**config.mk**
```make
export PLATFORM = sky130hd
export DESIGN_NAME = pid_controller_deadzone_clamp_unit
export DESIGN_NICKNAME = d
export VERILOG_FILES = /design/src/sv/pdc_pkg.sv /design/src/sv/pdc_regs.sv /design/src/sv/pdc_ctrl.sv /design/src/sv/pdc_dp.sv /design/src/sv/pid_controller_deadzone_clamp_unit.sv
export SDC_FILE = /design/constraint.sdc
export NUM_CORES = 2
export LEC_CHECK = 0
export BUFFER_PORTS_ARGS = -buffer_cell sky130_fd_sc_hd__buf_2
export CAP_MARGIN = 25
export CORE_ASPECT_RATIO = 0.75
export CORE_MARGIN = 4
export CORE_UTILIZATION = 40
export CTS_BUF_LIST = sky130_fd_sc_hd__clkbuf_16
export DETAILED_ROUTE_END_ITERATION = 16
export PLACE_DENSITY = 0.55
export SYNTH_ARGS = -nofsm -noshare
export SYNTH_HDL_FRONTEND = slang
export SYNTH_SLANG_ARGS = --single-unit
```
**constraint.sdc**
```tcl
create_clock -name i_clk -period 11.1 [get_ports i_clk]
set_input_delay 1.11 -clock i_clk [delete_from_list [all_inputs] [get_ports i_clk]]
set_output_delay 1.11 -clock i_clk [all_outputs]
set_load 0.02 [all_outputs]
```
**src/sv/pdc_pkg.sv**
```systemverilog
// ----------------------------------------------------------------------------
// pdc_pkg
// shared types and constants for the pid controller with dead zone and clamp
// ----------------------------------------------------------------------------
package pdc_pkg;

    // apb address width: eight 32-bit registers at 4-byte spacing
    localparam int unsigned ADDR_W = 5;

    // register reset values
    localparam logic [15:0] PERIOD_RST   = 16'd100;
    localparam logic [15:0] OUT_LOW_RST  = 16'h8000;
    localparam logic [15:0] OUT_HIGH_RST = 16'h7FFF;

    // integrator and accumulator widths
    localparam int unsigned INTEG_W = 48;
    localparam int unsigned IPROD_W = 50;
    localparam int unsigned PROD_W  = 55;
    localparam int unsigned ACC_W   = 56;
    localparam int unsigned OPB_W   = 39;

    // division of the integrator magnitude by a constant, several bits per cycle
    localparam int unsigned DIV_CONST     = 1000;
    localparam int unsigned REM_W         = 10;
    localparam int unsigned DIV_BITS      = INTEG_W;
    localparam int unsigned DIV_STEP_BITS = 8;
    localparam int unsigned DIV_STEPS     = DIV_BITS / DIV_STEP_BITS;
    localparam int unsigned DIV_CNT_W     = $clog2(DIV_STEPS);
    // quotient magnitude stays below 2^47/1000 < 2^38
    localparam int unsigned QUOT_W        = 38;

    typedef enum logic [2:0] {
        REG_PERIOD    = 3'd0,
        REG_TARGET    = 3'd1,
        REG_GAIN_P    = 3'd2,
        REG_GAIN_I    = 3'd3,
        REG_GAIN_D    = 3'd4,
        REG_DEAD_BAND = 3'd5,
        REG_OUT_LOW   = 3'd6,
        REG_OUT_HIGH  = 3'd7
    } t_reg_idx;

    typedef enum logic [1:0] {
        MS_PROP  = 2'd0,
        MS_INTEG = 2'd1,
        MS_DERIV = 2'd2
    } t_msel;

    typedef struct packed {
        logic [15:0] sample_period_ms;
        logic [15:0] target_value;
        logic [15:0] gain_prop;
        logic [15:0] gain_integ;
        logic [15:0] gain_deriv;
        logic [14:0] dead_band;
        logic [15:0] out_low;
        logic [15:0] out_high;
    } t_cfg;

    typedef struct packed {
        logic  load;
        logic  check;
        logic  integ;
        logic  div_init;
        logic  div_step;
        logic  mul_en;
        t_msel mul_sel;
        logic  acc_en;
        logic  acc_clr;
        logic  out_load;
        logic  commit;
    } t_cmd;

    typedef struct packed {
        logic due;
        logic out_free;
    } t_sts;

endpackage

```
**src/sv/pdc_regs.sv**
```systemverilog
// ----------------------------------------------------------------------------
// pdc_regs
// apb configuration register file
// ----------------------------------------------------------------------------
module pdc_regs (
    input  logic                       i_clk,
    input  logic                       i_rst_n,
    input  logic                       psel,
    input  logic                       penable,
    input  logic                       pwrite,
    input  logic [pdc_pkg::ADDR_W-1:0] paddr,
    input  logic [31:0]                pwdata,
    output logic [31:0]                prdata,
    output logic                       pready,
    output pdc_pkg::t_cfg              o_cfg
);
    import pdc_pkg::*;

    t_cfg     r_cfg;
    t_cfg     n_cfg;
    t_reg_idx w_idx;
    logic     w_wr;

    assign pready = 1'b1;
    assign w_wr   = psel & penable & pwrite;
    assign w_idx  = t_reg_idx'(paddr[ADDR_W-1:2]);
    assign o_cfg  = r_cfg;

    always_comb begin
        n_cfg = r_cfg;
        if (w_wr) begin
            unique case (w_idx)
                REG_PERIOD:    n_cfg.sample_period_ms = pwdata[15:0];
                REG_TARGET:    n_cfg.target_value     = pwdata[15:0];
                REG_GAIN_P:    n_cfg.gain_prop        = pwdata[15:0];
                REG_GAIN_I:    n_cfg.gain_integ       = pwdata[15:0];
                REG_GAIN_D:    n_cfg.gain_deriv       = pwdata[15:0];
                REG_DEAD_BAND: n_cfg.dead_band        = pwdata[14:0];
                REG_OUT_LOW:   n_cfg.out_low          = pwdata[15:0];
                REG_OUT_HIGH:  n_cfg.out_high         = pwdata[15:0];
            endcase
        end
    end

    always_comb begin
        unique case (w_idx)
            REG_PERIOD:    prdata = {16'd0, r_cfg.sample_period_ms};
            REG_TARGET:    prdata = {16'd0, r_cfg.target_value};
            REG_GAIN_P:    prdata = {16'd0, r_cfg.gain_prop};
            REG_GAIN_I:    prdata = {16'd0, r_cfg.gain_integ};
            REG_GAIN_D:    prdata = {16'd0, r_cfg.gain_deriv};
            REG_DEAD_BAND: prdata = {17'd0, r_cfg.dead_band};
            REG_OUT_LOW:   prdata = {16'd0, r_cfg.out_low};
            REG_OUT_HIGH:  prdata = {16'd0, r_cfg.out_high};
        endcase
    end

    always_ff @(posedge i_clk) begin
        if (!i_rst_n) begin
            r_cfg.sample_period_ms <= PERIOD_RST;
            r_cfg.target_value     <= '0;
            r_cfg.gain_prop        <= '0;
            r_cfg.gain_integ       <= '0;
            r_cfg.gain_deriv       <= '0;
            r_cfg.dead_band        <= '0;
            r_cfg.out_low          <= OUT_LOW_RST;
            r_cfg.out_high         <= OUT_HIGH_RST;
        end else begin
            r_cfg <= n_cfg;
        end
    end

endmodule

```
**src/sv/pdc_ctrl.sv**
```systemverilog
// ----------------------------------------------------------------------------
// pdc_ctrl
// sequencer that steps the datapath through one controller update, or a hold of the last drive
// ----------------------------------------------------------------------------
module pdc_ctrl (
    input  logic          i_clk,
    input  logic          i_rst_n,
    input  logic          i_in_valid,
    output logic          o_in_ready,
    input  pdc_pkg::t_sts i_sts,
    output pdc_pkg::t_cmd o_cmd
);
    import pdc_pkg::*;

    typedef enum logic [10:0] {
        S_IDLE  = 11'b000_0000_0001,
        S_CHECK = 11'b000_0000_0010,
        S_INTEG = 11'b000_0000_0100,
        S_DIVLD = 11'b000_0000_1000,
        S_DIV   = 11'b000_0001_0000,
        S_MULP  = 11'b000_0010_0000,
        S_MULI  = 11'b000_0100_0000,
        S_MULD  = 11'b000_1000_0000,
        S_ACC   = 11'b001_0000_0000,
        S_DONE  = 11'b010_0000_0000,
        S_HOLD  = 11'b100_0000_0000
    } t_state;

    t_state               r_state;
    t_state               n_state;
    logic [DIV_CNT_W-1:0] r_div_cnt;
    logic [DIV_CNT_W-1:0] n_div_cnt;

    assign o_in_ready = (r_state == S_IDLE);

    always_comb begin
        n_state   = r_state;
        n_div_cnt = r_div_cnt;
        o_cmd     = '0;
        o_cmd.mul_sel = MS_PROP;
        unique case (r_state)
            S_IDLE: begin
                if (i_in_valid) begin
                    o_cmd.load = 1'b1;
                    n_state    = S_CHECK;
                end
            end
            S_CHECK: begin
                o_cmd.check = 1'b1;
                n_state     = i_sts.due ? S_INTEG : S_HOLD;
            end
            S_INTEG: begin
                o_cmd.integ = 1'b1;
                n_state     = S_DIVLD;
            end
            S_DIVLD: begin
                o_cmd.div_init = 1'b1;
                n_div_cnt      = '0;
                n_state        = S_DIV;
            end
            S_DIV: begin
                o_cmd.div_step = 1'b1;
                n_div_cnt      = r_div_cnt + 1'b1;
                if (r_div_cnt == DIV_CNT_W'(DIV_STEPS - 1)) begin
                    n_state = S_MULP;
                end
            end
            S_MULP: begin
                o_cmd.mul_en  = 1'b1;
                o_cmd.mul_sel = MS_PROP;
                n_state       = S_MULI;
            end
            S_MULI: begin
                o_cmd.mul_en  = 1'b1;
                o_cmd.mul_sel = MS_INTEG;
                o_cmd.acc_en  = 1'b1;
                o_cmd.acc_clr = 1'b1;
                n_state       = S_MULD;
            end
            S_MULD: begin
                o_cmd.mul_en  = 1'b1;
                o_cmd.mul_sel = MS_DERIV;
                o_cmd.acc_en  = 1'b1;
                n_state       = S_ACC;
            end
            S_ACC: begin
                o_cmd.acc_en = 1'b1;
                n_state      = S_DONE;
            end
            S_DONE: begin
                if (i_sts.out_free) begin
                    o_cmd.out_load = 1'b1;
                    o_cmd.commit   = 1'b1;
                    n_state        = S_IDLE;
                end
            end
            S_HOLD: begin
                if (i_sts.out_free) begin
                    o_cmd.out_load = 1'b1;
                    n_state        = S_IDLE;
                end
            end
            default: begin
                n_state = S_IDLE;
            end
        endcase
    end

    always_ff @(posedge i_clk) begin
        if (!i_rst_n) begin
            r_state   <= S_IDLE;
            r_div_cnt <= '0;
        end else begin
            r_state   <= n_state;
            r_div_cnt <= n_div_cnt;
        end
    end

endmodule

```
**src/sv/pdc_dp.sv**
```systemverilog
// ----------------------------------------------------------------------------
// pdc_dp
// datapath: error, integrator, divide by 1000, shared multiplier, clamp
// ----------------------------------------------------------------------------
module pdc_dp (
    input  logic          i_clk,
    input  logic          i_rst_n,
    input  pdc_pkg::t_cfg i_cfg,
    input  pdc_pkg::t_cmd i_cmd,
    output pdc_pkg::t_sts o_sts,
    input  logic [47:0]   i_in_data,
    input  logic          i_out_ready,
    output logic          o_out_valid,
    output logic [15:0]   o_out_drive,
    output logic          o_out_updated
);
    import pdc_pkg::*;

    // item registers
    logic [15:0]               r_meas;
    logic [31:0]               r_now;
    logic [16:0]               r_err;
    logic [16:0]               r_dmeas;
    logic [31:0]               r_elapsed;
    logic signed [IPROD_W-1:0] r_iprod;

    // controller state
    logic [INTEG_W-1:0]        r_integ;
    logic [15:0]               r_last_meas;
    logic [31:0]               r_last_time;
    logic [15:0]               r_held;

    // divider
    logic [DIV_BITS-1:0]       r_dq;
    logic [REM_W-1:0]          r_rem;
    logic                      r_qneg;
    logic [DIV_BITS-1:0]       n_dq;
    logic [REM_W-1:0]          n_rem;

    // multiply and accumulate
    logic signed [PROD_W-1:0]  r_prod;
    logic                      r_psub;
    logic [ACC_W-1:0]          r_acc;

    // output register
    logic                      r_ov;
    logic                      r_oupd;
    logic [15:0]               r_odrive;

    logic [15:0]               w_in_meas;
    logic [31:0]               w_in_time;
    logic [16:0]               w_mag;
    logic                      w_integ_on;
    logic [INTEG_W+2:0]        w_sum;
    logic [INTEG_W-1:0]        w_sat;
    logic [15:0]               w_opa;
    logic [OPB_W-1:0]          w_opb;
    logic                      w_sub;
    logic [ACC_W-1:0]          w_base;
    logic [ACC_W-1:0]          w_pext;
    logic [INTEG_W-1:0]        w_res;
    logic [INTEG_W-1:0]        w_hi_ext;
    logic [INTEG_W-1:0]        w_lo_ext;
    logic [15:0]               w_clamped;

    assign w_in_meas = i_in_data[15:0];
    assign w_in_time = i_in_data[47:16];

    assign o_sts.due      = (r_elapsed >= {16'd0, i_cfg.sample_period_ms});
    assign o_sts.out_free = !r_ov || i_out_ready;

    assign o_out_valid   = r_ov;
    assign o_out_drive   = r_odrive;
    assign o_out_updated = r_oupd;

    // integrator update, saturating to 48 bits signed
    assign w_mag      = r_err[16] ? (17'd0 - r_err) : r_err;
    assign w_integ_on = (w_mag > {2'b00, i_cfg.dead_band});
    assign w_sum      = {{3{r_integ[INTEG_W-1]}}, r_integ} + {r_iprod[IPROD_W-1], r_iprod};

    always_comb begin
        if ((w_sum[INTEG_W+2:INTEG_W-1] == '0) || (w_sum[INTEG_W+2:INTEG_W-1] == '1)) begin
            w_sat = w_sum[INTEG_W-1:0];
        end else if (w_sum[INTEG_W+2]) begin
            w_sat = {1'b1, {(INTEG_W-1){1'b0}}};
        end else begin
            w_sat = {1'b0, {(INTEG_W-1){1'b1}}};
        end
    end

    // restoring division by the constant, several quotient bits per cycle
    always_comb begin
        logic [REM_W:0]      v_rem;
        logic [DIV_BITS-1:0] v_dq;
        v_rem = {1'b0, r_rem};
        v_dq  = r_dq;
        for (int k = 0; k < DIV_STEP_BITS; k++) begin
            v_rem = {v_rem[REM_W-1:0], v_dq[DIV_BITS-1]};
            v_dq  = {v_dq[DIV_BITS-2:0], 1'b0};
            if (v_rem >= (REM_W+1)'(DIV_CONST)) begin
                v_rem   = v_rem - (REM_W+1)'(DIV_CONST);
                v_dq[0] = 1'b1;
            end
        end
        n_rem = v_rem[REM_W-1:0];
        n_dq  = v_dq;
    end

    // shared multiplier operand selection
    always_comb begin
        unique case (i_cmd.mul_sel)
            MS_PROP: begin
                w_opa = i_cfg.gain_prop;
                w_opb = {{(OPB_W-17){r_err[16]}}, r_err};
                w_sub = 1'b0;
            end
            MS_INTEG: begin
                w_opa = i_cfg.gain_integ;
                w_opb = {{(OPB_W-QUOT_W){1'b0}}, r_dq[QUOT_W-1:0]};
                w_sub = r_qneg;
            end
            MS_DERIV: begin
                w_opa = i_cfg.gain_deriv;
                w_opb = {{(OPB_W-17){r_dmeas[16]}}, r_dmeas};
                w_sub = 1'b1;
            end
            default: begin
                w_opa = '0;
                w_opb = '0;
                w_sub = 1'b0;
            end
        endcase
    end

    assign w_base = i_cmd.acc_clr ? '0 : r_acc;
    assign w_pext = {r_prod[PROD_W-1], r_prod};

    // floor shift to q8.8, then clamp with the upper bound tested first
    assign w_res    = r_acc[ACC_W-1:8];
    assign w_hi_ext = {{(INTEG_W-16){i_cfg.out_high[15]}}, i_cfg.out_high};
    assign w_lo_ext = {{(INTEG_W-16){i_cfg.out_low[15]}}, i_cfg.out_low};

    always_comb begin
        if ($signed(w_res) > $signed(w_hi_ext)) begin
            w_clamped = i_cfg.out_high;
        end else if ($signed(w_res) < $signed(w_lo_ext)) begin
            w_clamped = i_cfg.out_low;
        end else begin
            w_clamped = w_res[15:0];
        end
    end

    // payload registers
    always_ff @(posedge i_clk) begin
        if (i_cmd.load) begin
            r_meas    <= w_in_meas;
            r_now     <= w_in_time;
            r_elapsed <= w_in_time - r_last_time;
            r_err     <= {i_cfg.target_value[15], i_cfg.target_value}
                         - {w_in_meas[15], w_in_meas};
            r_dmeas   <= {w_in_meas[15], w_in_meas} - {r_last_meas[15], r_last_meas};
        end
        if (i_cmd.check) begin
            r_iprod <= $signed(r_err) * $signed({1'b0, r_elapsed});
        end
        if (i_cmd.div_init) begin
            r_dq   <= r_integ[INTEG_W-1] ? (INTEG_W'(0) - r_integ) : r_integ;
            r_rem  <= '0;
            r_qneg <= r_integ[INTEG_W-1];
        end else if (i_cmd.div_step) begin
            r_dq  <= n_dq;
            r_rem <= n_rem;
        end
        if (i_cmd.mul_en) begin
            r_prod <= $signed(w_opa) * $signed(w_opb);
            r_psub <= w_sub;
        end
        if (i_cmd.acc_en) begin
            r_acc <= r_psub ? (w_base - w_pext) : (w_base + w_pext);
        end
        if (i_cmd.out_load) begin
            r_oupd   <= i_cmd.commit;
            r_odrive <= i_cmd.commit ? w_clamped : r_held;
        end
    end

    // controller state and output valid
    always_ff @(posedge i_clk) begin
        if (!i_rst_n) begin
            r_integ     <= '0;
            r_last_meas <= '0;
            r_last_time <= '0;
            r_held      <= '0;
            r_ov        <= 1'b0;
        end else begin
            if (i_cmd.integ && w_integ_on) begin
                r_integ <= w_sat;
            end
            if (i_cmd.commit) begin
                r_held      <= w_clamped;
                r_last_meas <= r_meas;
                r_last_time <= r_now;
            end
            if (i_cmd.out_load) begin
                r_ov <= 1'b1;
            end else if (i_out_ready) begin
                r_ov <= 1'b0;
            end
        end
    end

endmodule

```
**src/sv/pid_controller_deadzone_clamp_unit.sv**
```systemverilog
// ----------------------------------------------------------------------------
// pid_controller_deadzone_clamp_unit
// q8.8 pid controller with integrator dead zone, saturation and output clamp
// ----------------------------------------------------------------------------
// usage
//   slave stream: one beat per sample, measurement and millisecond time
//   master stream: one beat per input beat, drive plus an updated flag
//   apb port: eight 32-bit registers at byte offsets 0x00..0x1c, write only
//     while the block is idle; pready is tied high
// timing
//   when the sample period has elapsed the item runs through a sequencer:
//   error times elapsed, integrator update, divide by 1000 (eight quotient
//   bits per cycle), three products on one shared multiplier and the clamp;
//   the sequencer takes one beat at a time and is ready for the next beat
//   once the result is registered
//   an item that only holds the last drive passes the check and hold states
// reset
//   synchronous, active low: registers return to their reset values, the
//   integrator, last measurement, last update time and held drive clear
// stall
//   the result sits in an output register; the next beat is still taken,
//   and only the final step waits until the output register is free
// ----------------------------------------------------------------------------
module pid_controller_deadzone_clamp_unit (
    input  logic                       i_clk,
    input  logic                       i_rst_n,
    // slave stream
    input  logic                       s_axis_tvalid,
    output logic                       s_axis_tready,
    input  logic [47:0]                s_axis_tdata,  // [15:0] measurement, [47:16] time_ms
    // master stream
    output logic                       m_axis_tvalid,
    input  logic                       m_axis_tready,
    output logic [15:0]                m_axis_tdata,  // [15:0] drive
    output logic                       m_axis_tuser,  // [0] updated
    // apb configuration
    input  logic                       psel,
    input  logic                       penable,
    input  logic                       pwrite,
    input  logic [pdc_pkg::ADDR_W-1:0] paddr,
    input  logic [31:0]                pwdata,
    output logic [31:0]                prdata,
    output logic                       pready
);
    import pdc_pkg::*;

    t_cfg w_cfg;   // live register values
    t_cmd w_cmd;   // sequencer commands
    t_sts w_sts;   // datapath status

    pdc_regs u_regs (
        .i_clk   (i_clk),
        .i_rst_n (i_rst_n),
        .psel    (psel),
        .penable (penable),
        .pwrite  (pwrite),
        .paddr   (paddr),
        .pwdata  (pwdata),
        .prdata  (prdata),
        .pready  (pready),
        .o_cfg   (w_cfg)
    );

    // the sequencer owns the input handshake
    pdc_ctrl u_ctrl (
        .i_clk      (i_clk),
        .i_rst_n    (i_rst_n),
        .i_in_valid (s_axis_tvalid),
        .o_in_ready (s_axis_tready),
        .i_sts      (w_sts),
        .o_cmd      (w_cmd)
    );

    // the datapath owns the output register
    pdc_dp u_dp (
        .i_clk         (i_clk),
        .i_rst_n       (i_rst_n),
        .i_cfg         (w_cfg),
        .i_cmd         (w_cmd),
        .o_sts         (w_sts),
        .i_in_data     (s_axis_tdata),
        .i_out_ready   (m_axis_tready),
        .o_out_valid   (m_axis_tvalid),
        .o_out_drive   (m_axis_tdata),
        .o_out_updated (m_axis_tuser)
    );

endmodule

```
== Yosys cells after proc, flatten, opt, wreduce, memory -nomap -nowiden ==
Cells that the tools add are included.

* $add $sub $neg: 17
* Multiply operators: 2
* Bitwise operators: 2
* Equality and inequality tests: 25
* Shift operators: 0
* Reductions and logical operators: 21
* Div/mod/pow operators: 0
* Mux-type cells: 52
* $lt $le $gt $ge: 12

{| class="wikitable"
|+ Operators by type and width
! operator !! count
|-
| case mux 32 bit (8 select lines) || 1
|-
| 2-to-1 mux 48 bit || 5
|-
| case mux 39 bit (3 select lines) || 1
|-
| 2-to-1 mux 56 bit || 2
|-
| case mux 11 bit (10 select lines) || 1
|-
| >= comparator 11 x 10 -> 1 bit, second input constant || 8
|-
| 2-to-1 mux 10 bit || 8
|-
| subtractor 10 bit, second input constant || 8
|-
| adder 56 bit || 1
|-
| subtractor 56 bit || 1
|-
| multiplier 16 x 39 -> 55 bit || 1
|-
| adder 48 x 50 -> 51 bit || 1
|-
| multiplier 17 x 33 -> 50 bit || 1
|-
| greater-than comparator 48 x 16 -> 1 bit || 1
|-
| less-than comparator 48 x 16 -> 1 bit || 1
|-
| 2-to-1 mux 16 bit || 3
|-
| case mux 16 bit (3 select lines) || 1
|-
| subtractor 1 x 48 -> 48 bit, first input constant || 1
|-
| 2-to-1 mux 11 bit || 4
|-
| subtractor 16 x 16 -> 17 bit || 2
|-
| >= comparator 32 x 16 -> 1 bit || 1
|-
| subtractor 32 bit || 1
|-
| 2-to-1 mux 1 bit || 20
|-
| greater-than comparator 17 x 15 -> 1 bit || 1
|-
| other kinds (38) || 56
|}

* Bits in latches: 0
* Memory bits (read-only): 0
* Bits of input ports: 92
* Bits in registers: 606
* Output and inout port bits: 52
* Memories kept: 0
* Memory bits (writable): 0

== Longest topological paths before layout ==
* Word-level depth: 18
* Depth in mapped cells: 48
* Gate-level depth less buffers: 42

== By module ==
A second synthesis with hierarchy kept.

* Cells, all modules: 8461
* Area total of the unflattened synthesis: 76193.1 um^2

{| class="wikitable"
|+ By module, submodules not included
! module !! times used !! cells an instance !! area each (um^2)
|-
| pdc_dp || 1 || 7601 || 69152.6
|-
| pdc_regs || 1 || 764 || 6168.4
|-
| pdc_ctrl || 1 || 96 || 872.1
|}

== Worst setup path before layout ==
OpenSTA, ideal clock, no wires.

* Path type: reg2reg
* Start point: register u_ctrl.r_state[0]
* End point: register u_dp.r_prod[52], data pin
* Data required time: 10.838 ns
* Data arrival time: 10.938 ns
* Stages on the path, launching flop included: 46
* Path slack: -0.100 ns
* Clock period less this slack: 11.200 ns
* Cell sequence: dfxtp_1 > nor4_1 > nand2_1 > nor4_1 > nand3b_1 > clkbuf_1 > clkbuf_1 > inv_1 > ha_1 > clkbuf_1 > clkbuf_1 > clkbuf_1 > clkbuf_1 > buf_1 > nand2_1 > nand2_1 > nand2_1 > fa_1 > (+10 left out) > a21oi_1 > o21ai_0 > or4b_2 > o221ai_1 > a211o_1 > nand2_1 > and4_1 > a2111oi_0 > nand2b_1 > a21oi_1 > o311a_1 > o21a_1 > o21a_1 > o211a_1 > or3_1 > a21oi_1 > a21oi_1 > xor2_1

* Word-level cells in the longest chain between the ends: 5
* Elaborated cells between the ends (all ways): 10

{| class="wikitable"
|+ Ends and longest elaborated chain
! item !! line !! source
|-
| start, declared || pdc_ctrl.sv:29 || <nowiki>t_state r_state;</nowiki>
|-
| start signal, assigned || pdc_ctrl.sv:114 || <nowiki>r_state <= n_state;</nowiki>
|-
| == test 11 x 8 -> 1 bit, or another cell as far along || pdc_ctrl.sv:41 || <nowiki>unique case (r_state)</nowiki>
|-
| case mux 3 bit (3 select lines) (*) || pdc_ctrl.sv:41 ||
|-
| == test 2 bit, or another cell as far along || pdc_dp.sv:111 || <nowiki>unique case (i_cmd.mul_sel)</nowiki>
|-
| case mux 16 bit (3 select lines) / case mux 39 bit (3 select lines) (equally long branches) || pdc_dp.sv:111 ||
|-
| multiplier 16 x 39 -> 55 bit (*) || pdc_dp.sv:175 || <nowiki>r_prod <= $signed(w_opa) * $signed(w_opb);</nowiki>
|-
| end signal, assigned || pdc_dp.sv:175 ||
|-
| end, declared || pdc_dp.sv:41 || <nowiki>logic signed [PROD_W-1:0] r_prod;</nowiki>
|}

Mark *: on every way between the ends. The rest lies on a longest branch, timed or not.
A chain may end at the register's enable or synchronous reset.

== Worst setup path after layout ==
* Start point: register u_ctrl.r_state[6]
* End point: register u_dp.r_prod[52], data pin

Same word-level chain as after synthesis.

==> metrics.txt <==
I/O pins=144; number of flops mapped to enable cells by yosys=342; Max Clock Skew=0.0437 ns; vias in the first global route=59861; PnR Total Power=20.0 mW; met1 Use GR=38.5%; die area=196000 sq um; clk buf depth=3; area leader, netlist=fa_1; Mapped Area=75400 sq um; ys flop type=edfxtp_1; Most Frequent Cell on Critical Path=buf_4; CTS sink cnt=606; area grow syn2layout=9.78%; ratio of final minimum period to clock period=97.0%; worst-case reg-to-reg path depth=45; via count=59521; CTS buffer count=75; Port Buffers=108; cell with the most instances after synthesis=nand2_1; clock-pin slew on the worst setup and hold paths=0.06 ns; Leakage=35.6 nW; final cell count without fillers=11122; share of layout cells above drive strength 1=7.86%; DPL Wire Length=194 mm; relative slew slack=19.0%; Die Ht=384 microns; worst min path class=reg2reg; WHS Endpoint=u_dp.r_last_time[29]$_SDFFE_PN0P_; R2R Path End=u_dp.r_prod[52]$_DFFE_PP_; Peak VDD IR=0.866 mV; grt ovf=0; initial antenna violation count=9; sequential standard cell area=15600 sq um; register-to-register setup slack=0.34 ns; commonest cells in the netlist=nand2_1 (1370), inv_1 (1236), fa_1 (1039); Final Hold Fails=0; Required @ worst endpoint=11.51 ns; Largest stage delay, worst path=0.63 ns; Least-Margin Pin Slew=1.20 ns; PwrDens=242 nW/um^2; Area contributors post-synth=fa_1 (28%), edfxtp_1 (14%), ha_1 (9.8%); Syn Inst Count=8421; crit end category=flip-flop; DR pass1 iterations=6; final setup fails=0; Routed WL=241 mm; Max-Cap Viols=0; minimum clock period=10.76 ns; FP Rows=137; fmax=92.9 MHz; Final ANT Viol Nets=0; met2 Usage GRT=35.2%; Util after Layout=44.4%; number of remaining DRC errors=0; met3 Usage GRT=5.83%; drt initial violations=5030; HP Start=u_dp.r_last_time[29]$_SDFFE_PN0P_; register area share after synthesis=20.6%; Slowest-stage cell, CP=or4b_2; wire per inst=21.7 microns; Post-Place Cells=10964; Worst R2R Start=u_ctrl.r_state[6]$_SDFFE_PN0P_; drt via density=5.35; CTS H-Tree Depth=3; CTS tree=yes; outcome=completed; hold_buf cts=0; post-synth cell types=112; Root Driver=clkbuf_16; Core Region=187000 sq um; Crit Path Class=reg2reg; data arrival time of the critical path=11.18 ns; Slew Viols, Final=0; register bit total from synthesis=606; Most Used Layer, Global Route=met1; largest net degree at the start of global routing=105; final net count=10274; Ys Warns=0; Initial Utilization=40.4%; share of the synthesized area in the top cell type=27.6%; asr flop ratio synth=0%; first-pass GRT wire length=373 mm; Syn Area/Cell=8.96 sq um; fillcell total=18091; GRT Overall Usage=25.0%; crit-path max FO=12; worst setup margin=0.336 ns; RePlAce Congestion=0.956; area of the multi-input gates=54000 sq um; Hold Crit Depth=2; dpl ws=-0.383 ns; startpoint types=flip-flop; Die Wd=509 microns; worst skew pair latency=0.71 ns
-- cells by family after synthesis --
logic type / Yosys count / synth area share [%]
multiplexers: 54 / 0.892
AO/OA/AOI/OAI: 1282 / 11.5
other: 2 / 0.00995
buffers and inverters: 1614 / 8.17
XOR/XNOR: 365 / 4.26
flip-flops: 606 / 20.6
adder cells (fa/ha/maj): 1630 / 37.4
AND/OR/NAND/NOR: 2868 / 17.2
-- cells in the final DEF (no fill, tap or decap), types with 235 or more instances in the layout --
cell type	count
edfxtp_1	342
inv_1	1254
fa_1	1034
nand2_1	1367
and2_1	296
dfxtp_1	263
xnor2_1	235
nor2_1	564
buf_4	295
o21ai_0	235
a21oi_1	275
ha_1	584
-- final cells by class --
class	count	share of cell area (%)
Tap cell	2502	3.78
Clock inverter	64	0.671
Inverter	1237	5.61
Timing Repair Buffer	418	3.61
Clock buffer	76	2.30
Multi-Input combinational cell	6216	65.2
Antenna cell	3	0.00906
Sequential cell	606	18.8
-- critical path: cells and delay by family (launching register included) --
family                     cells  cell delay [ns]
xor gates and xnor gates       1             0.15
DFF                            1             0.31
AOI/OAI and AO/OA             13             2.55
adders and majority gates      8             3.33
and+or+nand+nor               12             2.70
buffers and inverters         11             1.44
-- power by group --
part | leakage [nW] | switching [mW] | internal, mW | total [mW]
Sequential | 5.20 | 0.117 | 3.28 | 3.39
Clock | 1.27 | 1.12 | 1.42 | 2.54
Combinational | 29.1 | 8.13 | 5.96 | 14.1
-- worst max path at each step --
stage | endpoint | start | depth (start not counted) | slack [ns]
6_report | u_dp.r_prod[52]$_DFFE_PP_ | u_ctrl.r_state[6]$_SDFFE_PN0P_ | 45 | 0.34
5_1_grt | u_dp.r_prod[52]$_DFFE_PP_ | u_ctrl.r_state[6]$_SDFFE_PN0P_ | 45 | -0.001
4_1_cts | u_dp.r_prod[52]$_DFFE_PP_ | u_ctrl.r_state[6]$_SDFFE_PN0P_ | 42 | 0.02
3_5_place_dp | u_dp.r_prod[52]$_DFFE_PP_ | u_ctrl.r_state[0]$_SDFFE_PN1P_ | 42 | -0.38
3_3_place_gp | u_dp.r_prod[52]$_DFFE_PP_ | u_ctrl.r_state[0]$_SDFFE_PN1P_ | 42 | -0.19
2_1_floorplan | u_dp.r_prod[52]$_DFFE_PP_ | u_ctrl.r_state[0]$_SDFFE_PN1P_ | 45 | 0.004
-- metrics by stage --
step | hold WS, ns | instance area [sq um] | TNS [ns]
global route | 0.488 | 82800 | -0.00115
floorplan | 0.441 | 75500 | 0
detailed placement | 0.456 | 80000 | -1.44
global placement | 0.449 | 80000 | -0.425
finish | 0.461 | 82800 | 0
CTS | 0.464 | 82600 | 0
-- state kept, by name (all words and copies together) (netlist names), 17 cells and up --
signal            cells
u_dp.r_integ         48
u_regs.o_cfg        127
u_dp.r_err           17
u_dp.r_dmeas         17
u_dp.r_acc           56
u_dp.r_now           32
u_dp.r_iprod         50
u_dp.r_elapsed       32
u_dp.r_dq            48
u_dp.r_last_time     32
u_dp.r_prod          55
-- layer usage --
layer  wire, microns  vias up
li1                -    27397
met1          117000    29817
met2           96200     2016
met3           22400      287
met4            5530        4
met5              30        -
-- repair_timing --
action,4_1_cts,5_1_grt
setup endpoints to repair,6,10
gates resized for setup,12,38
pin swaps,5,17
cloned,0,0
setup buffers,6,7
(Power assumes the default switching activity.)
